[src/hw/rtl/sync_marker_pixel_deframer_unit_macros.svh]
// assertion macros for the sync marker pixel deframer
`ifndef SYNC_MARKER_PIXEL_DEFRAMER_UNIT_MACROS_SVH
`define SYNC_MARKER_PIXEL_DEFRAMER_UNIT_MACROS_SVH
`ifndef SYNTHESIS
`define SMPD_ASSERT_IMP(lbl, clk, rstn, ante, cons) \
  lbl: assert property (@(posedge clk) disable iff (!rstn) (ante) |-> (cons)) \
    else $error("smpd assertion failed");
`define SMPD_ASSERT_NXT(lbl, clk, rstn, ante, cons) \
  lbl: assert property (@(posedge clk) disable iff (!rstn) (ante) |=> (cons)) \
    else $error("smpd assertion failed");
`else
`define SMPD_ASSERT_IMP(lbl, clk, rstn, ante, cons)
`define SMPD_ASSERT_NXT(lbl, clk, rstn, ante, cons)
`endif
`endif

[src/hw/rtl/smpd_pkg.sv]
package smpd_pkg;

  localparam logic [7:0] SYNC_BYTE = 8'hFF;
  localparam logic [23:0] SYNC_HELD = 24'hFFFFFF;

  localparam int CFG_IDX_W = 1;
  localparam int CFG_DATA_W = 11;
  localparam logic [CFG_IDX_W-1:0] REG_LINE_WIDTH = 1'd0;
  localparam logic [CFG_IDX_W-1:0] REG_FRAME_HEIGHT = 1'd1;
  localparam logic [CFG_DATA_W-1:0] REG_SIZE_RESET = 11'd640;

  localparam int IDX_W = 10;

  localparam logic KIND_PIXEL = 1'b0;
  localparam logic KIND_LINE_END = 1'b1;

  typedef struct packed {
    logic             result_kind;
    logic [IDX_W-1:0] row_index;
    logic [IDX_W-1:0] column_index;
    logic [7:0]       red;
    logic [7:0]       green;
    logic [7:0]       blue;
    logic             line_last;
    logic             frame_last;
  } result_t;

endpackage

[src/hw/rtl/smpd_cfg_regs.sv]
module smpd_cfg_regs import smpd_pkg::*; #(
  parameter int MAX_WIDTH = 1024,
  parameter int MAX_HEIGHT = 1024,
  localparam int WEW = $clog2(MAX_WIDTH + 1),
  localparam int HEW = $clog2(MAX_HEIGHT + 1)
) (
  input  logic                  clk,
  input  logic                  rst_n,
  input  logic                  cfg_we,
  input  logic [CFG_IDX_W-1:0]  cfg_index,
  input  logic [CFG_DATA_W-1:0] cfg_data,
  output logic [WEW-1:0]        eff_width,
  output logic [HEW-1:0]        eff_height
);

  localparam int WCW = (WEW > CFG_DATA_W) ? WEW : CFG_DATA_W;
  localparam int HCW = (HEW > CFG_DATA_W) ? HEW : CFG_DATA_W;

  logic [CFG_DATA_W-1:0] width_r;
  logic [CFG_DATA_W-1:0] height_r;

  always_ff @(posedge clk) begin
    if (!rst_n) begin
      width_r  <= REG_SIZE_RESET;
      height_r <= REG_SIZE_RESET;
    end else if (cfg_we) begin
      case (cfg_index)
        REG_LINE_WIDTH: begin
          width_r <= cfg_data;
        end
        REG_FRAME_HEIGHT: begin
          height_r <= cfg_data;
        end
        default: begin
        end
      endcase
    end
  end

  // zero acts as one, above maximum acts as maximum
  always_comb begin
    if (width_r == '0) begin
      eff_width = WEW'(1);
    end else if (WCW'(width_r) > WCW'(MAX_WIDTH)) begin
      eff_width = WEW'(MAX_WIDTH);
    end else begin
      eff_width = WEW'(width_r);
    end
  end

  always_comb begin
    if (height_r == '0) begin
      eff_height = HEW'(1);
    end else if (HCW'(height_r) > HCW'(MAX_HEIGHT)) begin
      eff_height = HEW'(MAX_HEIGHT);
    end else begin
      eff_height = HEW'(height_r);
    end
  end

endmodule

[config.mk]
export PLATFORM = sky130hd
export DESIGN_NAME = smpd_cfg_regs
export DESIGN_NICKNAME = d
export VERILOG_FILES = /design/src/hw/rtl/sync_marker_pixel_deframer_unit_macros.svh /design/src/hw/rtl/smpd_pkg.sv /design/src/hw/rtl/smpd_cfg_regs.sv
export SDC_FILE = /design/constraint.sdc
export NUM_CORES = 1
export LEC_CHECK = 0
export ABC_AREA = 1
export BUFFER_PORTS_ARGS = -buffer_cell sky130_fd_sc_hd__buf_2
export CORE_MARGIN = 1
export CORE_UTILIZATION = 47
export DETAILED_ROUTE_END_ITERATION = 10
export PLACE_DENSITY_LB_ADDON = 0.12
export RECOVER_POWER = 100
export SYNTH_ARGS = -nofsm -noshare
export SYNTH_HDL_FRONTEND = slang
export SYNTH_SLANG_ARGS = --single-unit
[constraint.sdc]
create_clock -name clk -period 0.9 [get_ports clk]
set_input_delay 0 -clock clk [delete_from_list [all_inputs] [get_ports clk]]
set_output_delay 0 -clock clk [all_outputs]
set_load 0.01 [all_outputs]
## After elaboration in Yosys (flattened, before gate mapping)

Index checks and enable logic that the tools add are counted.

- Order comparisons: 2
- Multiplexer cells: 4
- Bitwise operators: 1
- Reductions and logical operators: 4

Operator list:

| cell | number |
|---|---|
| 11-bit 2-to-1 mux | 4 |
| 11-bit greater-than comparator (second input constant) | 2 |
| 11-bit zero test | 2 |
| 2-bit AND reduction | 2 |
| 1-bit inverter | 1 |

- Flip-flop bits (word level): 22
- Output and inout port bits: 22

## Depth between registers and ports, before layout

- Word-level depth: 3
- Mapped depth: 6

## Least setup slack after synthesis

OpenSTA, ideal clock, no wires.

- Path type: reg2out
- Start point: reg height_r[8]
- End point: out eff_height[1]
- Data arrival time: 0.854 ns
- Setup slack: 0.046 ns
- Cell stages (with the launch flop): 6
- Path through: dfxtp_1 nor2_1 nand3_1 nor2_1 nor2_2 nor2_1

- Word-level cells in the longest chain between the ends: 3

RTL lines:

| what | line | RTL |
|---|---|---|
| from (decl) | smpd_cfg_regs.sv:20 | `logic [CFG_DATA_W-1:0] height_r;` |
| from (signal assigned) | smpd_cfg_regs.sv:32 | `height_r <= cfg_data;` |
| 11-bit greater-than comparator | smpd_cfg_regs.sv:54 | `end else if (HCW'(height_r) > HCW'(MAX_HEIGHT)) begin` |
| 11-bit 2-to-1 mux | smpd_cfg_regs.sv:54 |  |
| 11-bit 2-to-1 mux * | smpd_cfg_regs.sv:52 | `if (height_r == '0) begin` |
| to (decl) | smpd_cfg_regs.sv:13 | `output logic [HEW-1:0] eff_height` |

Mark *: on every way between the ends. The rest lies on a longest branch, timed or not.

## Final worst setup path

- Start point: reg height_r[0]
- End point: out eff_height[4]

The elaborated chain is that of the path after synthesis.

==> metrics.md <==
| Metric | Value |
|---|---|
| Status | `finished, violations left` |
| Failing checks | `setup timing` |
| Register bit total from synthesis | `22` |
| Root buf cell | `clkbuf_4` |
| Worst-path clk slew | `0.12 ns` |
| Reg2reg start | `width_r[10]$_SDFFE_PN0P_` |
| # fillers | `180` |
| Area growth, synth to finish | `44.3%` |
| Syn_area_per_cell | `7.02 sq um` |
| Crit path required time | `0.90 ns` |
| Max Slew Vio Count | `0` |
| Io pins | `37` |
| Most frequent cells in the layout | `32 x buf_2, 24 x nor2_1, 21 x inv_1` |
| Post-synthesis cell type count | `19` |
| CP bufs+invs | `1` |
| Most common cell on crit path | `nor2_4` |
| Number of global-route vias before repair | `887` |
| Commonest non-fill, non-tap cell in the layout | `buf_2` |
| RR Endpoint | `width_r[10]$_SDFFE_PN0P_` |
| Worst endpoint data arrival time | `1.34 ns` |
| Slowest-stage cell, CP | `dfxtp_2` |
| I/O Buffers | `36` |
| Routed Antenna Nets | `0` |
| Dpl hpwl | `1.73 mm` |
| H-Tree Depth | `1` |
| Dpl cell area | `0.00123 sq mm` |
| Setup CP Type | `flop to primary output` |
| Initial DRC count | `22` |
| Peak VDD IR | `1.08 mV` |
| Vias per inst | `4.85` |
| Worst reg2reg setup slack | `0.08 ns` |
| Mapped Area | `983 sq um` |
| Critical path, cell by cell | `nor2_4 -> nand3_2 -> nor2_4 -> nor2_4 -> nor2_1 -> buf_2` |
| Ant diodes | `0` |
| Worst hold stages | `3` |
| Number of buffers created by CTS | `3` |
| WL/cell | `11.3 um` |
| FP Rows | `16` |
| Final setup vio count | `21` |
| Final worst slack | `-0.445 ns` |
| Global-route wire length before repair | `3.56 mm` |
| Initial antenna violation count | `0` |
| Clk sinks | `22` |
| WHS Endpoint | `height_r[8]$_SDFFE_PN0P_` |
| Setup repair after global routing missed its margin | `true` |
| CTS tree | `built` |
| Pre-antenna DRT Iters | `4` |
| DR vias | `1,063` |
| Clock skew | `0 ns` |
| Mapped Cells | `140` |
| DRC | `0` |
| Hold Startpoint | `cfg_data[8]` |
| Die Ht | `47.7 um` |
| Yosys warnings | `0` |
| Largest net degree at the start of global routing | `23` |
| Nets | `208` |
| Pleak | `0.666 nW` |
| Setup_tns | `-7.12 ns` |
| Routed wire length | `2.47 mm` |
| Power density over the cells | `1490 mW/mm^2` |
| Biggest cell delay along the critical path | `0.36 ns` |
| Placer's final routability congestion estimate | `0.807` |
| Die X | `47.7 um` |
| Reg2Reg Depth | `3` |
| Skew-Pair Late Insertion Delay | `0.31 ns` |
| Layout cell share with drive strength beyond 1 | `34.9%` |
| Core area | `0.00196 sq mm` |
| Critical Path Sink Type | `primary output` |
| Rel. slew slack | `80.6%` |
| Overall power | `2.11 mW` |
| Worst-Margin Slew | `0.291 ns` |
| CP startpoint kind | `flop` |
| Seq/Total Area, Yosys | `44.8%` |
| Final critical-path share of the clock period | `149%` |
| DIE AREA | `0.00228 sq mm` |
| # Max-Cap Violations | `0` |
| CP delay by family, top | `simple AND/OR/NAND/NOR gates` |
| CTS Buffer Depth | `2` |
| GRT Overall Usage | `22.4%` |
| Max Clk Rate | `744 MHz` |
| Hold_ws | `0.000327 ns` |
| Worst min path class | `primary input to flop` |
| Syn Nets | `155` |
| Design area | `0.00142 sq mm` |
| Max FO, Critical Path | `9` |
| Initial core utilization | `50.1%` |
| Post-place setup slack | `-0.121 ns` |
| GR Overflow Total | `0` |
| Tmin final | `1.34 ns` |
| Final hold vios | `0` |
## synth_stat cells
cell type / instances / share of area, %
a21oi_1: 14 / 7.1
clkbuf_1: 3 / 1.1
inv_1: 21 / 8.0
inv_2: 2 / 0.76
nor2_1: 33 / 13
a21oi_2: 2 / 1.8
o21ai_1: 2 / 1.0
nor2_4: 1 / 1.1
o21ai_0: 15 / 7.6
o211ai_1: 4 / 3.1
buf_2: 1 / 0.51
dfxtp_1: 22 / 45
o21ai_2: 1 / 0.89
buf_4: 1 / 0.76
buf_6: 1 / 1.1
nand3_1: 3 / 1.5
nand2_1: 11 / 4.2
nor2_2: 2 / 1.3
nand2_2: 1 / 0.64
## layout make-up
cell class	count	area, sq um	share of cell area, %
sequential	22	445	31.4
inverter	23	86.3	6.08
multi-input combinational	89	480	33.9
tap	27	33.8	2.38
timing repair buffer	54	337	23.7
clock buffer	4	36.3	2.56
## state kept, by name, indices dropped and copies added (netlist names)
signal    flops
width_r      11
height_r     11
## kinds of logic after synthesis
| kind of cell | Yosys count | synth area share [%] |
|---|---|---|
| flip-flops | 22 | 44.8 |
| AND/OR/NAND/NOR | 51 | 21.4 |
| buffers and inverters | 29 | 12.3 |
| AO/OA/AOI/OAI | 38 | 21.5 |
## how the worst max path moves through the flow
stage	start	endpoint	slack (ns)	cells past startpoint
4_1_cts	height_r[4]$_SDFFE_PN0P_	eff_height[4]	-0.46	6
3_3_place_gp	height_r[0]$_SDFFE_PN0P_	eff_height[5]	-0.1	6
2_1_floorplan	height_r[8]$_SDFFE_PN0P_	eff_height[1]	0.05	5
5_1_grt	height_r[0]$_SDFFE_PN0P_	eff_height[4]	-0.52	6
3_5_place_dp	height_r[4]$_SDFFE_PN0P_	eff_height[4]	-0.12	6
6_report	height_r[0]$_SDFFE_PN0P_	eff_height[4]	-0.44	6
## what timing repair did
action	in CTS	in global routing
resized for setup	8	20
endpoints found under the hold margin	14	0
pin swaps	1	4
setup endpoints to repair	21	21
setup buffers	0	1
hold buffers	9	0
## per-stage QoR
step	utilization, %	cells
after floorplan	-	140
after global placement	62.7	206
after detailed placement	62.7	206
after CTS	70.3	219
after global routing	72.3	219
final	72.3	219
## worst min-delay path, stage by stage
cell and delay (ns):
buf_2 0.09, o21ai_0 0.08, a21oi_1 0.11
## layer usage
layer / track usage (%) / vias up / share of wire, %
met1: 27.5 / 485 / 45
met2: 39.2 / 31 / 50
met4: 3.33 / 0 / 0
li1: - / 547 / -
met3: 7.17 / 0 / 5.1
met5: 0 / - / 0
## power by group
group / internal, mW / total, mW / switching [mW]
clock: 0.247 / 0.546 / 0.299
sequential: 1.04 / 1.08 / 0.0419
combinational: 0.215 / 0.479 / 0.263
Note: power is estimated with default switching activity, not from simulation.
