===== src/hw/rtl/sync_marker_pixel_deframer_unit_macros.svh =====
// assertion macros for the sync marker pixel deframer
`ifndef SYNC_MARKER_PIXEL_DEFRAMER_UNIT_MACROS_SVH
`define SYNC_MARKER_PIXEL_DEFRAMER_UNIT_MACROS_SVH
`ifndef SYNTHESIS
`define SMPD_ASSERT_IMP(lbl, clk, rstn, ante, cons) \
  lbl: assert property (@(posedge clk) disable iff (!rstn) (ante) |-> (cons)) \
    else $error("smpd assertion failed");
`define SMPD_ASSERT_NXT(lbl, clk, rstn, ante, cons) \
  lbl: assert property (@(posedge clk) disable iff (!rstn) (ante) |=> (cons)) \
    else $error("smpd assertion failed");
`else
`define SMPD_ASSERT_IMP(lbl, clk, rstn, ante, cons)
`define SMPD_ASSERT_NXT(lbl, clk, rstn, ante, cons)
`endif
`endif


===== src/hw/rtl/smpd_pkg.sv =====
package smpd_pkg;

  localparam logic [7:0] SYNC_BYTE = 8'hFF;
  localparam logic [23:0] SYNC_HELD = 24'hFFFFFF;

  localparam int CFG_IDX_W = 1;
  localparam int CFG_DATA_W = 11;
  localparam logic [CFG_IDX_W-1:0] REG_LINE_WIDTH = 1'd0;
  localparam logic [CFG_IDX_W-1:0] REG_FRAME_HEIGHT = 1'd1;
  localparam logic [CFG_DATA_W-1:0] REG_SIZE_RESET = 11'd640;

  localparam int IDX_W = 10;

  localparam logic KIND_PIXEL = 1'b0;
  localparam logic KIND_LINE_END = 1'b1;

  typedef struct packed {
    logic             result_kind;
    logic [IDX_W-1:0] row_index;
    logic [IDX_W-1:0] column_index;
    logic [7:0]       red;
    logic [7:0]       green;
    logic [7:0]       blue;
    logic             line_last;
    logic             frame_last;
  } result_t;

endpackage


===== src/hw/rtl/smpd_core.sv =====
module smpd_core import smpd_pkg::*; #(
  parameter int MAX_WIDTH = 1024,
  parameter int MAX_HEIGHT = 1024,
  localparam int WEW = $clog2(MAX_WIDTH + 1),
  localparam int HEW = $clog2(MAX_HEIGHT + 1)
) (
  input  logic           clk,
  input  logic           rst_n,
  input  logic           in_valid,
  output logic           in_ready,
  input  logic [7:0]     in_data_byte,
  input  logic [WEW-1:0] eff_width,
  input  logic [HEW-1:0] eff_height,
  input  logic           slot_free,
  output logic           res_load,
  output result_t        res
);

  localparam int CW = $clog2(MAX_WIDTH);
  localparam int RW = $clog2(MAX_HEIGHT);

  // input register
  logic       stage_v_r;
  logic [7:0] stage_byte_r;

  // deframer state
  logic          in_line_r, in_line_nxt;
  logic [1:0]    ff_run_r, ff_run_nxt;
  logic [1:0]    phase_r, phase_nxt;
  logic [23:0]   held_r, held_nxt;
  logic [CW-1:0] col_r, col_nxt;
  logic [RW-1:0] row_r, row_nxt;

  logic          has_result;
  logic          advance;
  logic          marker_word;
  logic          line_end;
  logic          frame_end;
  logic [WEW:0]  col_inc;
  logic [HEW:0]  row_inc;

  assign col_inc = (WEW + 1)'(col_r) + (WEW + 1)'(1);
  assign row_inc = (HEW + 1)'(row_r) + (HEW + 1)'(1);
  assign line_end = col_inc >= {1'b0, eff_width};
  assign frame_end = row_inc >= {1'b0, eff_height};
  assign marker_word = (held_r == SYNC_HELD) && (stage_byte_r == SYNC_BYTE);

  assign has_result = in_line_r && (phase_r == 2'd3);
  assign advance = stage_v_r && (!has_result || slot_free);
  assign in_ready = !stage_v_r || advance;
  assign res_load = advance && has_result;

  always_comb begin
    in_line_nxt = in_line_r;
    ff_run_nxt  = ff_run_r;
    phase_nxt   = phase_r;
    held_nxt    = held_r;
    col_nxt     = col_r;
    row_nxt     = row_r;

    res.result_kind  = marker_word ? KIND_LINE_END : KIND_PIXEL;
    res.row_index    = IDX_W'(row_r);
    res.column_index = marker_word ? '0 : IDX_W'(col_r);
    res.red          = marker_word ? 8'd0 : held_r[7:0];
    res.green        = marker_word ? 8'd0 : held_r[15:8];
    res.blue         = marker_word ? 8'd0 : held_r[23:16];
    res.line_last    = marker_word || line_end;
    res.frame_last   = (marker_word || line_end) && frame_end;

    if (!in_line_r) begin
      if (stage_byte_r == SYNC_BYTE) begin
        if (ff_run_r == 2'd3) begin
          in_line_nxt = 1'b1;
          ff_run_nxt  = 2'd0;
          phase_nxt   = 2'd0;
          col_nxt     = '0;
        end else begin
          ff_run_nxt = ff_run_r + 2'd1;
        end
      end else begin
        ff_run_nxt = 2'd0;
      end
    end else if (phase_r != 2'd3) begin
      case (phase_r)
        2'd0: held_nxt[7:0] = stage_byte_r;
        2'd1: held_nxt[15:8] = stage_byte_r;
        default: held_nxt[23:16] = stage_byte_r;
      endcase
      phase_nxt = phase_r + 2'd1;
    end else begin
      phase_nxt = 2'd0;
      if (marker_word || line_end) begin
        col_nxt = '0;
        if (frame_end) begin
          row_nxt     = '0;
          in_line_nxt = 1'b0;
          ff_run_nxt  = 2'd0;
        end else begin
          row_nxt = RW'(row_inc);
        end
        // a full line goes back to hunting
        if (!marker_word) begin
          in_line_nxt = 1'b0;
          ff_run_nxt  = 2'd0;
        end
      end else begin
        col_nxt = CW'(col_inc);
      end
    end
  end

  always_ff @(posedge clk) begin
    if (!rst_n) begin
      stage_v_r <= 1'b0;
      in_line_r <= 1'b0;
      ff_run_r  <= 2'd0;
      phase_r   <= 2'd0;
      col_r     <= '0;
      row_r     <= '0;
    end else begin
      if (in_valid && in_ready) begin
        stage_v_r <= 1'b1;
      end else if (advance) begin
        stage_v_r <= 1'b0;
      end
      if (advance) begin
        in_line_r <= in_line_nxt;
        ff_run_r  <= ff_run_nxt;
        phase_r   <= phase_nxt;
        col_r     <= col_nxt;
        row_r     <= row_nxt;
      end
    end
  end

  always_ff @(posedge clk) begin
    if (in_valid && in_ready) begin
      stage_byte_r <= in_data_byte;
    end
    if (advance) begin
      held_r <= held_nxt;
    end
  end

endmodule


===== config.mk =====
export PLATFORM = sky130hd
export DESIGN_NAME = smpd_core
export DESIGN_NICKNAME = d
export VERILOG_FILES = /design/src/hw/rtl/sync_marker_pixel_deframer_unit_macros.svh /design/src/hw/rtl/smpd_pkg.sv /design/src/hw/rtl/smpd_core.sv
export SDC_FILE = /design/constraint.sdc
export NUM_CORES = 1
export LEC_CHECK = 0
export BUFFER_PORTS_ARGS = -buffer_cell sky130_fd_sc_hd__buf_2
export CORE_MARGIN = 1.5
export CORE_UTILIZATION = 42
export DETAILED_ROUTE_END_ITERATION = 10
export GPL_TIMING_DRIVEN = 0
export PLACE_DENSITY_LB_ADDON = 0.2
export SLEW_MARGIN = 40
export SYNTH_ARGS = -nofsm -noshare
export SYNTH_HDL_FRONTEND = slang
export SYNTH_SLANG_ARGS = --single-unit

===== constraint.sdc =====
create_clock -name clk -period 7.7 [get_ports clk]
set_input_delay 1.925 -clock clk [delete_from_list [all_inputs] [get_ports clk]]
set_output_delay 1.925 -clock clk [all_outputs]
set_load 0.02 [all_outputs]

### Yosys cells after proc, flatten, opt, wreduce, memory -nomap -nowiden

Cells that the tools add are included.

| storage, ports and cells | value |
|---|---|
| input port bits | 34 |
| word-level logic and storage cells | 81 |
| bits in registers | 58 |

| cells by class | value |
|---|---|
| $lt $le $gt $ge | 2 |
| bitwise logic cells | 2 |
| equal/unequal tests | 9 |
| reduce and logical (&&, ||, !) cells | 23 |
| mux-type cells | 31 |
| add/sub/neg operators | 4 |

Operators by type and width:

| kind | number |
|---|---|
| 2-to-1 mux 10 bit | 7 |
| equality test 24 bit, second input constant | 1 |
| 2-to-1 mux 8 bit | 3 |
| AND reduction 4 bit | 6 |
| adder 10 x 1 -> 11 bit, second input constant | 2 |
| >= comparator 11 bit | 2 |
| 2-to-1 mux 2 bit | 11 |
| 2-to-1 mux 1 bit | 10 |
| equality test 8 bit, second input constant | 1 |
| logical AND 1 bit | 6 |
| inequality test 2 bit, second input constant | 3 |
| nonzero test 2 bit | 3 |
| adder 2 x 1 -> 2 bit, second input constant | 2 |
| equality test 2 bit, second input constant | 2 |
| logical OR 1 bit | 3 |
| inequality test 3 x 2 -> 1 bit, second input constant | 1 |
| AND reduction 3 bit | 1 |
| equality test 2 x 1 -> 1 bit, second input constant | 1 |
| logical NOT 1 bit | 2 |
| logical NOT 2 bit | 1 |
| NOT 1 bit | 2 |
| OR reduction 2 bit | 1 |

### Depth between registers and ports, before layout

| logic depth | value |
|---|---|
| depth after elaboration | 8 |
| depth in mapped cells | 13 |

### Worst setup path before layout

OpenSTA, ideal clock, no wires.

| timing path | value |
|---|---|
| path type | in2out |
| start point | input eff_height[6] |
| end point | output res[0] in the netlist's numbering |
| buffers on the path | 0 |
| stages | 7 |
| setup slack | 2.411 ns |
| data arrival time | 3.364 ns |
| cells stage by stage | inv_1 ha_1 nand4_1 or3_1 nand3_1 nor2_1 nor2_1 |

RTL lines:

| what | line | source |
|---|---|---|
| start: declaration | smpd_core.sv:13 | `input logic [HEW-1:0] eff_height,` |
| end: declaration | smpd_core.sv:16 | `output result_t res` |

==> metrics.cfg <==
[status]
status = complete, no violations

[sta]
min_period_ns = 5.75
maxSlewHeadroom_pct = 55.8
setup-violations-final = 0
min_period_over_period_pct = 74.7
fin_skew_ns = 0.0102
tightest_slew_ns = 0.660
fmax_mhz = 174
hold_viol = 0
whs_ns = 0.467
rsz0062_at_grt = false
slew_violations = 0
final.setup.tns_ns = 0

[critical_path]
crit_required_ns = 5.78
critPathKind = input port to output port
crit_chain = buf_2 > inv_1 > ha_1 > a21o_1 > a21oi_1 > nand3_1 > nor2_1 > nor2_1 > buf_2
critPathArrivalTime_ns = 3.83
cp_slowest_cell = nor2_1
cp_max_fo = 10
endpoint_kind = output port
startpoint_type = input port
cpPeakStageDelay_ns = 0.58

[final_layout]
drive_gt1_share_pct = 24.5
diodes = 0
seqCellArea_um2 = 1480
multi_input_area_um2 = 1800
utilization_pct = 53.6
final_area_um2 = 4180
fin_nets = 503
nFillCells = 733
area_growth_pct = 22.7

[detailed_routing]
wl_per_cell_um = 14.2
vias = 2859
dr.pass1.iters = 5
routed_wl_mm = 7.78
viasPerCell = 5.24
drtIter0Drc = 175
ant_nets = 0
drcViolationCount = 0

[floorplan]
fp-row-count = 32
dieArea_um2 = 8670
die_w_um = 93.1
initial_core_util_pct = 43.7
die_h_um = 93.1
core-area_um2 = 7810
io_pins = 83

[grt]
track_usage_pct = 18.3
grt_pass1_vias = 2611
grt_overflow = 0
grt_pass1_wl_mm = 12.2
antenna_found_initial = 0
grt_max_degree = 13

[place]
place_congestion = 0.836
place_area_um2 = 3950
dp_hpwl_mm = 5.99
io_buffers = 81

[clocking]
post_cts_resized = 0
cts_buffers = 9
insertion_delay_ns = 0.34
clockBufferDepth = 2
clock-sinks = 58
cts_setup_buffers = 0
cts.htree.levels = 3
clk_pin_slew_worst_paths_ns = 0.06
cts-root-buf = clkbuf_8
holdBufCountCts = 0
cts_tree = done

[synth]
synth_seq_cells = 58
synth_seq_area_share_pct = 43.4
synth_warnings = 0
synth-main-ff-cell = edfxtp_1
netlist_area_um2 = 3410
synth_top_area_share_pct = 28.2
async_flop_share_pct = 0
netlist-cell-type-count = 45
synth-edff-count = 32
yosys-top-cells-area = edfxtp_1 (28%), dfxtp_1 (15%), ha_1 (11%)
syn_inst = 347
syn-num-nets = 411
synth_top_area_cell = edfxtp_1
postSynthAreaPerCell_um2 = 9.83

[power_and_ir_drop]
power.total_uw = 687
power.leakage_uw = 0.00183
power_density_nw_per_um2 = 164
ir_drop_uv = 149

[job]
drv_cap = 0

[min_path]
min_path_type = register to register

## cell families after synthesis
family | count (synthesis) | synth area share (%)
and+or+nand+nor | 143 | 24.6
xor gates and xnor gates | 17 | 4.37
muxes | 1 | 0.293
adders and majority gates | 30 | 11.0
buffers and inverters | 37 | 4.18
DFF | 58 | 43.4
AOI/OAI and AO/OA | 61 | 12.1
## layout make-up
type / count / area share, %
Timing Repair Buffer: 81 / 9.69
Clock inverter: 7 / 2.42
Buffer: 8 / 0.807
Multi-Input combinational cell: 252 / 43.1
Clock buffer: 9 / 2.96
Sequential cell: 58 / 35.4
Tap cell: 102 / 3.05
Inverter: 29 / 2.60
## metal layers
layer / vias up / GRT usage [%] / part of all wire, % / routed length [µm]
met1: 1330 / 24.0 / 47 / 3620
li1: 1444 / - / - / -
met2: 78 / 29.6 / 47 / 3680
met5: - / 0 / 0 / 0
met4: 0 / 6.06 / 1.1 / 89
met3: 7 / 4.23 / 5.0 / 390
## state kept, by name (all words and copies together) (netlist names)
| register | cells |
|---|---|
| col_r | 10 |
| ff_run_r | 2 |
| held_r | 24 |
| in_line_r | 1 |
| phase_r | 2 |
| row_r | 10 |
| stage_byte_r | 8 |
| stage_v_r | 1 |
## placed cells by master, fill, tap and decap left out, types with 4 or more instances in the layout
master    instances
a21boi_0          9
a21oi_1          14
a31oi_1           6
and2_1           34
and3_1            8
buf_2            81
clkbuf_1          7
clkbuf_8          9
dfxtp_1          26
edfxtp_1         32
ha_1             30
inv_1            27
nand2_1          21
nand2b_1          5
nand3_1          12
nand3b_1          5
nand4_1          15
nor2_1           14
nor3_1            8
o21ai_0          11
or3_1             4
xnor2_1           5
xor2_1           12
## where the power goes
| group | leakage, µW | internal, µW | switching, µW |
|---|---|---|---|
| registers | 0.000504 | 333 | 5.45 |
| clock network | 0.000106 | 184 | 133 |
| logic | 0.00122 | 14.3 | 17.4 |
## path summary, 6_finish.rpt
kind,startpoint,to,slack [ns],cells past startpoint
worst max register to register,col_r[0],col_r[0],4.16,13
worst min-delay path,ff_run_r[1],ff_run_r[1],0.47,2
worst max-delay path,eff_height[9],res[0],1.95,9
worst min register to register,ff_run_r[1],ff_run_r[1],0.47,2
## worst max-delay path: cells and delay by family
family | cells | cell delay (ns)
AO/OA/AOI/OAI | 2 | 0.34
AND/OR/NAND/NOR | 3 | 0.94
adder cells (fa/ha/maj) | 1 | 0.32
buffers and inverters | 3 | 0.30
## through the flow
| stage | cells | setup WS, ns |
|---|---|---|
| global placement | 530 | 1.94 |
| floorplan | 347 | 2.41 |
| detailed placement | 530 | 1.95 |
| global route | 546 | 1.80 |
| CTS | 546 | 1.95 |
| finish | 546 | 1.95 |
## cell usage after synthesis (8+ instances only)
library cell	number
and2_1	34
edfxtp_1	32
ha_1	30
inv_1	27
dfxtp_1	26
nand2_1	21
nand4_1	15
a21oi_1	14
nor2_1	14
nand3_1	12
xor2_1	12
o21ai_0	11
a21boi_0	9
and3_1	8
nor3_1	8
Note: power is estimated with default switching activity, not from simulation.
