**config.mk**
```make
export PLATFORM = sky130hd
export DESIGN_NAME = smpd_out_reg
export DESIGN_NICKNAME = d
export VERILOG_FILES = /design/src/hw/rtl/sync_marker_pixel_deframer_unit_macros.svh /design/src/hw/rtl/smpd_pkg.sv /design/src/hw/rtl/smpd_out_reg.sv
export SDC_FILE = /design/constraint.sdc
export NUM_CORES = 1
export LEC_CHECK = 0
export BUFFER_PORTS_ARGS = -buffer_cell sky130_fd_sc_hd__buf_2
export CORE_UTILIZATION = 30
export DETAILED_ROUTE_END_ITERATION = 6
export SLEW_MARGIN = 20
export SYNTH_ARGS = -nofsm -noshare
export SYNTH_HDL_FRONTEND = slang
export SYNTH_SLANG_ARGS = --single-unit
```
**constraint.sdc**
```tcl
create_clock -name clk -period 1.7 [get_ports clk]
set_input_delay 0.425 -clock clk [delete_from_list [all_inputs] [get_ports clk]]
set_output_delay 0.425 -clock clk [all_outputs]
set_load 0.1 [all_outputs]
```
**src/hw/rtl/sync_marker_pixel_deframer_unit_macros.svh**
```systemverilog
// assertion macros for the sync marker pixel deframer
`ifndef SYNC_MARKER_PIXEL_DEFRAMER_UNIT_MACROS_SVH
`define SYNC_MARKER_PIXEL_DEFRAMER_UNIT_MACROS_SVH
`ifndef SYNTHESIS
`define SMPD_ASSERT_IMP(lbl, clk, rstn, ante, cons) \
  lbl: assert property (@(posedge clk) disable iff (!rstn) (ante) |-> (cons)) \
    else $error("smpd assertion failed");
`define SMPD_ASSERT_NXT(lbl, clk, rstn, ante, cons) \
  lbl: assert property (@(posedge clk) disable iff (!rstn) (ante) |=> (cons)) \
    else $error("smpd assertion failed");
`else
`define SMPD_ASSERT_IMP(lbl, clk, rstn, ante, cons)
`define SMPD_ASSERT_NXT(lbl, clk, rstn, ante, cons)
`endif
`endif

```
**src/hw/rtl/smpd_pkg.sv**
```systemverilog
package smpd_pkg;

  localparam logic [7:0] SYNC_BYTE = 8'hFF;
  localparam logic [23:0] SYNC_HELD = 24'hFFFFFF;

  localparam int CFG_IDX_W = 1;
  localparam int CFG_DATA_W = 11;
  localparam logic [CFG_IDX_W-1:0] REG_LINE_WIDTH = 1'd0;
  localparam logic [CFG_IDX_W-1:0] REG_FRAME_HEIGHT = 1'd1;
  localparam logic [CFG_DATA_W-1:0] REG_SIZE_RESET = 11'd640;

  localparam int IDX_W = 10;

  localparam logic KIND_PIXEL = 1'b0;
  localparam logic KIND_LINE_END = 1'b1;

  typedef struct packed {
    logic             result_kind;
    logic [IDX_W-1:0] row_index;
    logic [IDX_W-1:0] column_index;
    logic [7:0]       red;
    logic [7:0]       green;
    logic [7:0]       blue;
    logic             line_last;
    logic             frame_last;
  } result_t;

endpackage

```
**src/hw/rtl/smpd_out_reg.sv**
```systemverilog
module smpd_out_reg import smpd_pkg::*; (
  input  logic    clk,
  input  logic    rst_n,
  input  logic    res_load,
  input  result_t res,
  output logic    slot_free,
  output logic    out_valid,
  input  logic    out_ready,
  output result_t out_word
);

  logic    valid_r;
  result_t word_r;

  assign slot_free = !valid_r || out_ready;
  assign out_valid = valid_r;
  assign out_word = word_r;

  always_ff @(posedge clk) begin
    if (!rst_n) begin
      valid_r <= 1'b0;
    end else if (res_load) begin
      valid_r <= 1'b1;
    end else if (out_ready) begin
      valid_r <= 1'b0;
    end
  end

  always_ff @(posedge clk) begin
    if (res_load) begin
      word_r <= res;
    end
  end

endmodule

```
After elaboration in Yosys (flattened, before gate mapping)
Cells that the tools add are included. W data, S select, Z words.

Register bits after elaboration: 48. Latch bits: 0. Memory bits (writable): 0. ROM bits: 0. Input bits: 51. Output and inout port bits: 49. Logic and storage cells: 14. Memories: 0.

Add/sub/neg operators: 0. Multipliers: 0. Divide/modulo/power cells: 0. $lt $le $gt $ge: 0. Equal/unequal tests: 0. Shift operators: 0. Multiplexer cells: 2. Bitwise logic cells: 0. Reduce and logical (&&, ||, !) cells: 3.

Operators with widths (number): $mux W1 (2); $reduce_bool A2 Y1 (1); $logic_not A1 Y1 (1); $logic_or A1 B1 Y1 (1).

Longest topological paths before layout
Gate-level depths: netlist of the first run.

Depth in word-level cells: 2. Depth in mapped cells: 2. Depth with buffers taken out: 2.

Least setup slack after synthesis of the first run
Ideal clock, no wire load.

Path kind: register to output. Start point: reg valid_r, in the netlist out_valid. End point: out slot_free. Data arrival time: 1.347 ns. Required time: 1.275 ns. Slack: -0.072 ns. Stages on the path, launching flop included: 2. Buffers on the path: 0. Cell sequence: dfxtp_1 nand2b_4.

Longest elaborated chain between the ends: 2.

Ends and longest elaborated chain: from (decl) (RTL line smpd_out_reg.sv:12) `logic valid_r;`; from (signal assigned) (RTL line smpd_out_reg.sv:21) `valid_r <= 1'b0;`; from (signal assigned) (RTL line smpd_out_reg.sv:23) `valid_r <= 1'b1;`; from (signal assigned) (RTL line smpd_out_reg.sv:25) `valid_r <= 1'b0;`; $logic_not A1 Y1 (RTL line smpd_out_reg.sv:15) `assign slot_free = !valid_r || out_ready;`; $logic_or A1 B1 Y1 (RTL line smpd_out_reg.sv:15); to (decl) (RTL line smpd_out_reg.sv:6) `output logic slot_free,`.

No other way between the ends.

Final worst setup path of the first run
Start point: reg valid_r, in the netlist out_valid. End point: out out_valid.

RTL lines: to (decl) (RTL line smpd_out_reg.sv:7) `output logic out_valid,`.

No word-level cell between the ends.

==> qor.yml, run 1 <==
setup_tns_ns: 0
start_util_pct: 31.1
p_sw_share_pct: 38.7
finalSetupViolCount: 0
power_frac_clock_pct: 22.8
avgSynthCellArea_um2: 28.6
grt_pass1_wl_um: 4170
antenna_found_initial: 0
crit_slowest_cell: "buf_2"
viasPerCell: 4.28
synth_cell_types: 5
leakage_nw: 0.944
max_stage_delay_ns: 0.43
cts_setup_buffers: 0
port_buffers: 99
slew_viol_final: 0
power.switching_mw: 1.14
synthMuxAreaShare_pct: 0
cp_max_fo: 2
critical_path_class: "reg -> out"
hold_violations: 0
cts_buffers: 5
crit_family: "buffers and inverters"
cts_root_buf: "clkbuf_8"
path_cells: "buf_2"
worstHoldPathCells: 1
end_kind: "output port"
fmax_ghz: 0.661
cts.path.max_buffers: 2
worst_pin_slew_ns: 0.496
row_count: 25
num_antenna_cells: 0
cts_tree: "built"
grt_pass1_vias: 972
pin_count: 100
grt_use_total_pct: 11.4
fin_ws_ns: 0.188
place_inst: 206
p_int_mw: 1.81
reg2regPathDepth: 2
start_kind: "register"
synthAdderAreaFrac_pct: 0
synthXorXnorAreaFrac_pct: 0
place_hpwl_um: 2190
cp.required_ns: 1.27
dieArea_mm2: 0.00515
insertion_delay_ns: 0.29
seq_power_share_pct: 48.3
antenna_left: 0
post-route-min-period_ns: 1.51
first_iter_violations: 30
clock-sinks: 48
powerDensity_mw_per_mm2: 1360
clk_pin_slew_ns: 0.09
pre_cts_slack_ns: 0.418
routed_wl_um: 2820
gp_congestion: 0.669
cp.depth: 1
yosys.area_share.simple_pct: 0.943
wl_per_cell_um: 13.2
cts.htree.levels: 2
n_fill_cell: 422
synth-seq-cells: 48
arrival_ns: 1.09
ys_warn_count: 0
maxSlewHeadroom_pct: 67.2
hold_path_class: "in -> reg"
core-area_mm2: 0.00469
nets: 210
first_pass_iters: 5
layout-drive-gt1-share_pct: 70.0
critPathBufInv: 1
synth_top_family_by_area: "simple AND/OR/NAND/NOR gates"
seq_area_frac_synth_pct: 98.0
drc: 0
finClkSkew_ns: 0
syn2layout_area_growth_pct: 47.8
ctsResizeCount: 0
grt_max_degree: 29
outcome: "finished, final reports clean"
synth-compound-area-share_pct: 0.771
syn_inst: 51
whs_ns: 0.297
finalNonFillerCells: 214
dieHeight_um: 71.8
pwr-share-comb_pct: 29.0
num_vias: 915
min_period_over_period_pct: 88.9
gr-total-overflow: 0
rsz0062_at_grt: "no"
cts_hold_buffers: 0
die_w_um: 71.8
p_total_mw: 2.94
syn-num-nets: 102
drv_cap: 0
irDropWorstVdd_v: 0.000685
syn_area_mm2: 0.00146
-- worst register-to-register path, cell delays in order, from the launching register on --
cell	delay, ns
dfxtp_2	0.36
nand2b_4	0.07
a21boi_2	0.12
-- cell type report --
cell class / instances / area (µm²) / area share (%)
Multi-Input combinational cell: 2 / 25.0 / 1.16
Tap cell: 54 / 67.6 / 3.13
Sequential cell: 48 / 1430 / 66.4
Inverter: 1 / 3.75 / 0.174
Clock inverter: 3 / 22.5 / 1.04
Clock buffer: 5 / 68.8 / 3.19
Timing Repair Buffer: 101 / 538 / 24.9
-- power by group through the flow --
stage	clock network (mW)	logic, mW	registers [mW]
after CTS	0.701	0.858	1.42
after floorplan	0	0.0130	2.12
after detailed placement	0	0.858	1.45
final	0.670	0.853	1.42
after global routing	0.738	0.872	1.43
after global placement	0	0.852	1.45
-- registers in the layout (all words and copies together), names as in the netlist --
register / flops
out_valid: 1
out_word: 47
-- Yosys cell counts --
| cell type | instances | share of area [%] |
|---|---|---|
| dfxtp_1 | 1 | 1.4 |
| a21boi_2 | 1 | 0.77 |
| inv_1 | 1 | 0.26 |
| edfxtp_1 | 47 | 97 |
| nand2b_4 | 1 | 0.94 |
-- cell families (layout without fill, tap and decap cells) --
family	count (synthesis)	after routing
compound gates	1	1
buf+inv	1	110
flops	48	48
simple gates	1	1
-- through the flow --
stage          util, %  cell area (µm²)
3_3_place_gp      44.1             2070
6_report          46.0             2160
3_5_place_dp      44.1             2070
5_1_grt           46.0             2160
4_1_cts           46.0             2160
2_1_floorplan        -             1460
-- per-layer routing --
layer | track usage, % | vias to the layer above | part of all wire [%]
li1 | - | 417 | -
met1 | 10.6 | 422 | 33
met2 | 20.4 | 71 | 52
met3 | 6.19 | 5 | 13
met4 | 5.23 | 0 | 1.6
met5 | 0 | - | 0
-- path summary, 6_finish.rpt --
check	startpoint	to	slack, ns
setup / recovery	out_valid$_SDFFE_PN0P_	out_valid	0.19
hold / removal	res[31]	out_word[31]$_DFFE_PP_	0.30
setup reg to reg	out_valid$_SDFFE_PN0P_	out_valid$_SDFFE_PN0P_	1.08
hold reg to reg	out_valid$_SDFFE_PN0P_	out_valid$_SDFFE_PN0P_	0.51
-- cell usage in the layout, fill, tap and decap left out --
cell      Yosys  routed
a21boi_2      1       1
buf_12        0       2
buf_2         0      98
buf_4         0       1
clkbuf_8      0       5
clkinv_2      0       1
clkinv_4      0       1
dfxtp_2       0       1
edfxtp_1     47      47
inv_1         1       1
inv_6         0       1
nand2b_4      1       1
Power figures use the tool's default switching activity.
==> run 2, diff against run 1 <==
==> constraint.sdc (replaced) <==
create_clock -name clk -period 1.7 [get_ports clk]
set_input_delay 0.255 -clock clk [delete_from_list [all_inputs] [get_ports clk]]
set_output_delay 0.255 -clock clk [all_outputs]
set_load 0.1 [all_outputs]
==> qor.yml, run 2 (same netlist as run 1, synthesis figures left out) <==
grt_max_degree: 32
startpoint: "out_valid$_SDFFE_PN0P_"
grt_use_total_pct: 10.9
nets: 210
viasPerCell: 4.18
hold_violations: 0
num_antenna_cells: 0
cp.required_ns: 1.44
cts_setup_buffers: 0
die_w_um: 71.8
multi_input_area_um2: 25.0
syn2layout_area_growth_pct: 46.3
hold_path_class: "in -> reg"
worstHoldStart: "res[26]"
start_kind: "register"
dieArea_mm2: 0.00515
first_iter_violations: 6
outcome: "finished, final reports clean"
ctsResizeCount: 0
layout-drive-gt1-share_pct: 69.4
maxSlewHeadroom_pct: 66.9
drc: 0
critical_path_class: "reg -> out"
setup_tns_ns: 0
crit_slowest_cell: "buf_2"
final_common_cell: "buf_2"
insertion_delay_ns: 0.29
final_cell_area_mm2: 0.00214
max_stage_delay_ns: 0.42
grt_pass1_wl_um: 4000
rsz0062_at_grt: "no"
worst_pin_slew_ns: 0.500
start_util_pct: 31.1
wl_per_cell_um: 12.9
row_count: 25
cp_max_fo: 2
num_vias: 894
antenna_found_initial: 0
cts_buffers: 5
core-area_mm2: 0.00469
gp_congestion: 0.663
leakage_nw: 0.926
finalSetupViolCount: 0
grt_pass1_vias: 930
n_fill_cell: 427
met2_usage_pct: 18.0
arrival_ns: 1.14
min_period_over_period_pct: 82.3
end_kind: "output port"
slew_viol_final: 0
r2r_start: "out_valid$_SDFFE_PN0P_"
first_pass_iters: 3
pin_count: 100
final_cell_mix: "99 x buf_2, 47 x edfxtp_1, 6 x clkbuf_8, 2 x clkinvlp_4, 2 x buf_4"
powerDensity_mw_per_mm2: 1380
post-route-min-period_ns: 1.40
grt.busiest_layer: "met2"
routed_wl_um: 2760
largest_reg_flops: 47
grt_use_met1_pct: 9.94
finish.utilization_pct: 45.5
cts_hold_buffers: 0
clk_pin_slew_ns: 0.09
finClkSkew_ns: 0
place_hpwl_um: 2180
path_cells: "nand2b_4, buf_2"
cts_tree: "built"
antenna_left: 0
register_area_mm2: 0.00143
drv_cap: 0
gr-total-overflow: 0
fmax_ghz: 0.715
clock-sinks: 48
irDropWorstVdd_v: 0.000749
cts.htree.levels: 2
cts_root_buf: "clkbuf_8"
port_buffers: 99
dieHeight_um: 71.8
cts.path.max_buffers: 2
grt_use_met3_pct: 8.02
place_area_mm2: 0.00204
-- run 2: cell count changes in the layout (fill, tap and decap cells not counted), sizes merged --
cell,previous run,this run
inv,2,1
clkbuf,5,6
clkinvlp,0,2
clkinv,2,0
-- run 2: worst paths after layout --
check,endpoint,slack (ns),depth (start not counted)
worst max register to register,out_valid$_SDFFE_PN0P_,1.07,2
worst min-delay path,out_word[26]$_DFFE_PP_,0.13,1
worst min register to register,out_valid$_SDFFE_PN0P_,0.51,2
worst max-delay path,slot_free,0.30,2
-- run 2: cell type report --
class,count,share of cell area (%)
clock inverters,2,0.703
repair buffers,101,23.9
multi-input cells,2,1.17
flip-flops and latches,48,67.0
well taps,54,3.16
clock buffers,6,3.87
inverters,1,0.176
-- run 2: through the flow --
step                power (mW)  hold slack, ns  setup WS, ns  cells
floorplan                 2.13           0.354        0.0694     51
global placement          2.29           0.432         0.582    206
finish                    2.96           0.126         0.301    214
detailed placement        2.30           0.433         0.571    206
global route              3.06           0.107         0.253    214
CTS                       2.99           0.116         0.290    214
-- run 2: where the power goes --
| group | internal (mW) | switching, mW |
|---|---|---|
| logic | 0.104 | 0.740 |
| clock network | 0.329 | 0.361 |
| registers | 1.40 | 0.0231 |
-- run 2: worst max-delay path, delay by kind of cell, from the launching register on --
family	cells	cell delay [ns]
AND/OR/NAND/NOR	1	0.08
buffers and inverters	1	0.42
flip-flops	1	0.35
-- run 2: metal layers --
layer / vias to the layer above / wire length, µm
met4: 0 / 57
li1: 416 / -
met5: - / 0
met1: 405 / 920
met2: 68 / 1390
met3: 5 / 399
==> run 3, diff against run 2 <==
==> constraint.sdc (replaced) <==
create_clock -name clk -period 1.4 [get_ports clk]
set_input_delay 0.21 -clock clk [delete_from_list [all_inputs] [get_ports clk]]
set_output_delay 0.21 -clock clk [all_outputs]
set_load 0.1 [all_outputs]
==> qor.yml, run 3 (same netlist as run 1, synthesis figures left out) <==
outcome: "finished, final reports clean"
gp_congestion: 0.676
pre_cts_slack_ns: 0.362
worst_pin_slew_ns: 0.494
post-route-min-period_ns: 1.34
final_cell_area_mm2: 0.00214
antenna_found_initial: 0
layout-drive-gt1-share_pct: 69.4
viasPerCell: 4.14
clock-sinks: 48
drv_cap: 0
powerDensity_mw_per_mm2: 1660
cts.htree.levels: 2
multi_input_area_um2: 25.0
cp.required_ns: 1.19
grt_max_degree: 39
grt_pass1_vias: 918
start_kind: "register"
num_vias: 885
max_stage_delay_ns: 0.42
cts_hold_buffers: 0
final_cell_mix: "99 x buf_2, 47 x edfxtp_1, 5 x clkbuf_8, 2 x inv_6"
place_inst: 206
first_iter_violations: 18
finalNonFillerCells: 214
arrival_ns: 1.13
whs_ns: 0.0836
port_buffers: 99
start_util_pct: 31.1
maxSlewHeadroom_pct: 67.3
path_cells: "nand2b_4, buf_2"
largest_reg_flops: 47
row_count: 25
gr-total-overflow: 0
grt_pass1_wl_um: 4110
cts_root_buf: "clkbuf_8"
cts_tree: "built"
core-area_mm2: 0.00469
wl_per_cell_um: 12.9
fmax_ghz: 0.747
final_common_cell: "buf_2"
p_total_mw: 3.57
finish.utilization_pct: 45.7
finClkSkew_ns: 0
hold_path_class: "in -> reg"
hold_violations: 0
critical_path_class: "reg -> out"
min_period_over_period_pct: 95.6
worstHoldPathCells: 1
ctsResizeCount: 0
num_antenna_cells: 0
cts_setup_buffers: 0
pin_count: 100
insertion_delay_ns: 0.29
setup_tns_ns: 0
crit_slowest_cell: "buf_2"
die_w_um: 71.8
grt_use_total_pct: 11.3
reg2regPathDepth: 2
end_kind: "output port"
slew_viol_final: 0
dieHeight_um: 71.8
cts.path.max_buffers: 2
rsz0062_at_grt: "no"
first_pass_iters: 3
leakage_nw: 0.934
irDropWorstVdd_v: 0.000827
antenna_left: 0
drc: 0
dieArea_mm2: 0.00515
place_area_mm2: 0.00205
routed_wl_um: 2770
cp_max_fo: 2
nets: 210
clk_pin_slew_ns: 0.09
fin_ws_ns: 0.0619
register_area_mm2: 0.00143
cts_buffers: 5
n_fill_cell: 424
finalSetupViolCount: 0
syn2layout_area_growth_pct: 46.7
run 3: cell count changes in the layout (fill, tap and decap cells not counted), sizes merged:
| cell | change |
|---|---|
| clkbuf | -1 |
| clkinvlp | -2 |
| inv | +2 |
| clkinv | +1 |
run 3: cell type report:
class	count	area share, %
clock buffers	5	3.21
inverters	1	0.175
well taps	54	3.15
repair buffers	101	24.4
clock inverters	3	0.993
multi-input cells	2	1.17
flip-flops and latches	48	66.9
run 3: report_power, final:
group	leakage (nW)	switching (mW)	internal (mW)
clock	0.0466	0.449	0.358
combinational	0.419	0.900	0.131
sequential	0.469	0.0273	1.70
total	0.934	1.38	2.19
run 3: final timing paths:
check        slack [ns]                      to                   start
max reg2reg        0.79  out_valid$_SDFFE_PN0P_  out_valid$_SDFFE_PN0P_
min reg2reg        0.50  out_valid$_SDFFE_PN0P_  out_valid$_SDFFE_PN0P_
min                0.08  out_word[44]$_DFFE_PP_                 res[44]
max                0.06               slot_free  out_valid$_SDFFE_PN0P_
run 3: layer usage:
metal | vias up | track usage [%] | wire [µm] | share of wire [%]
li1 | 416 | - | - | -
met1 | 399 | 10.2 | 939 | 34
met2 | 65 | 19.6 | 1410 | 51
met3 | 5 | 7.31 | 367 | 13
met4 | 0 | 5.23 | 55 | 2.0
met5 | - | 0 | 0 | 0
run 3: critical path, delay by kind of cell (launching register included):
family                 cells  cell delay [ns]
DFF                        1             0.34
and+or+nand+nor            1             0.07
buffers and inverters      1             0.42
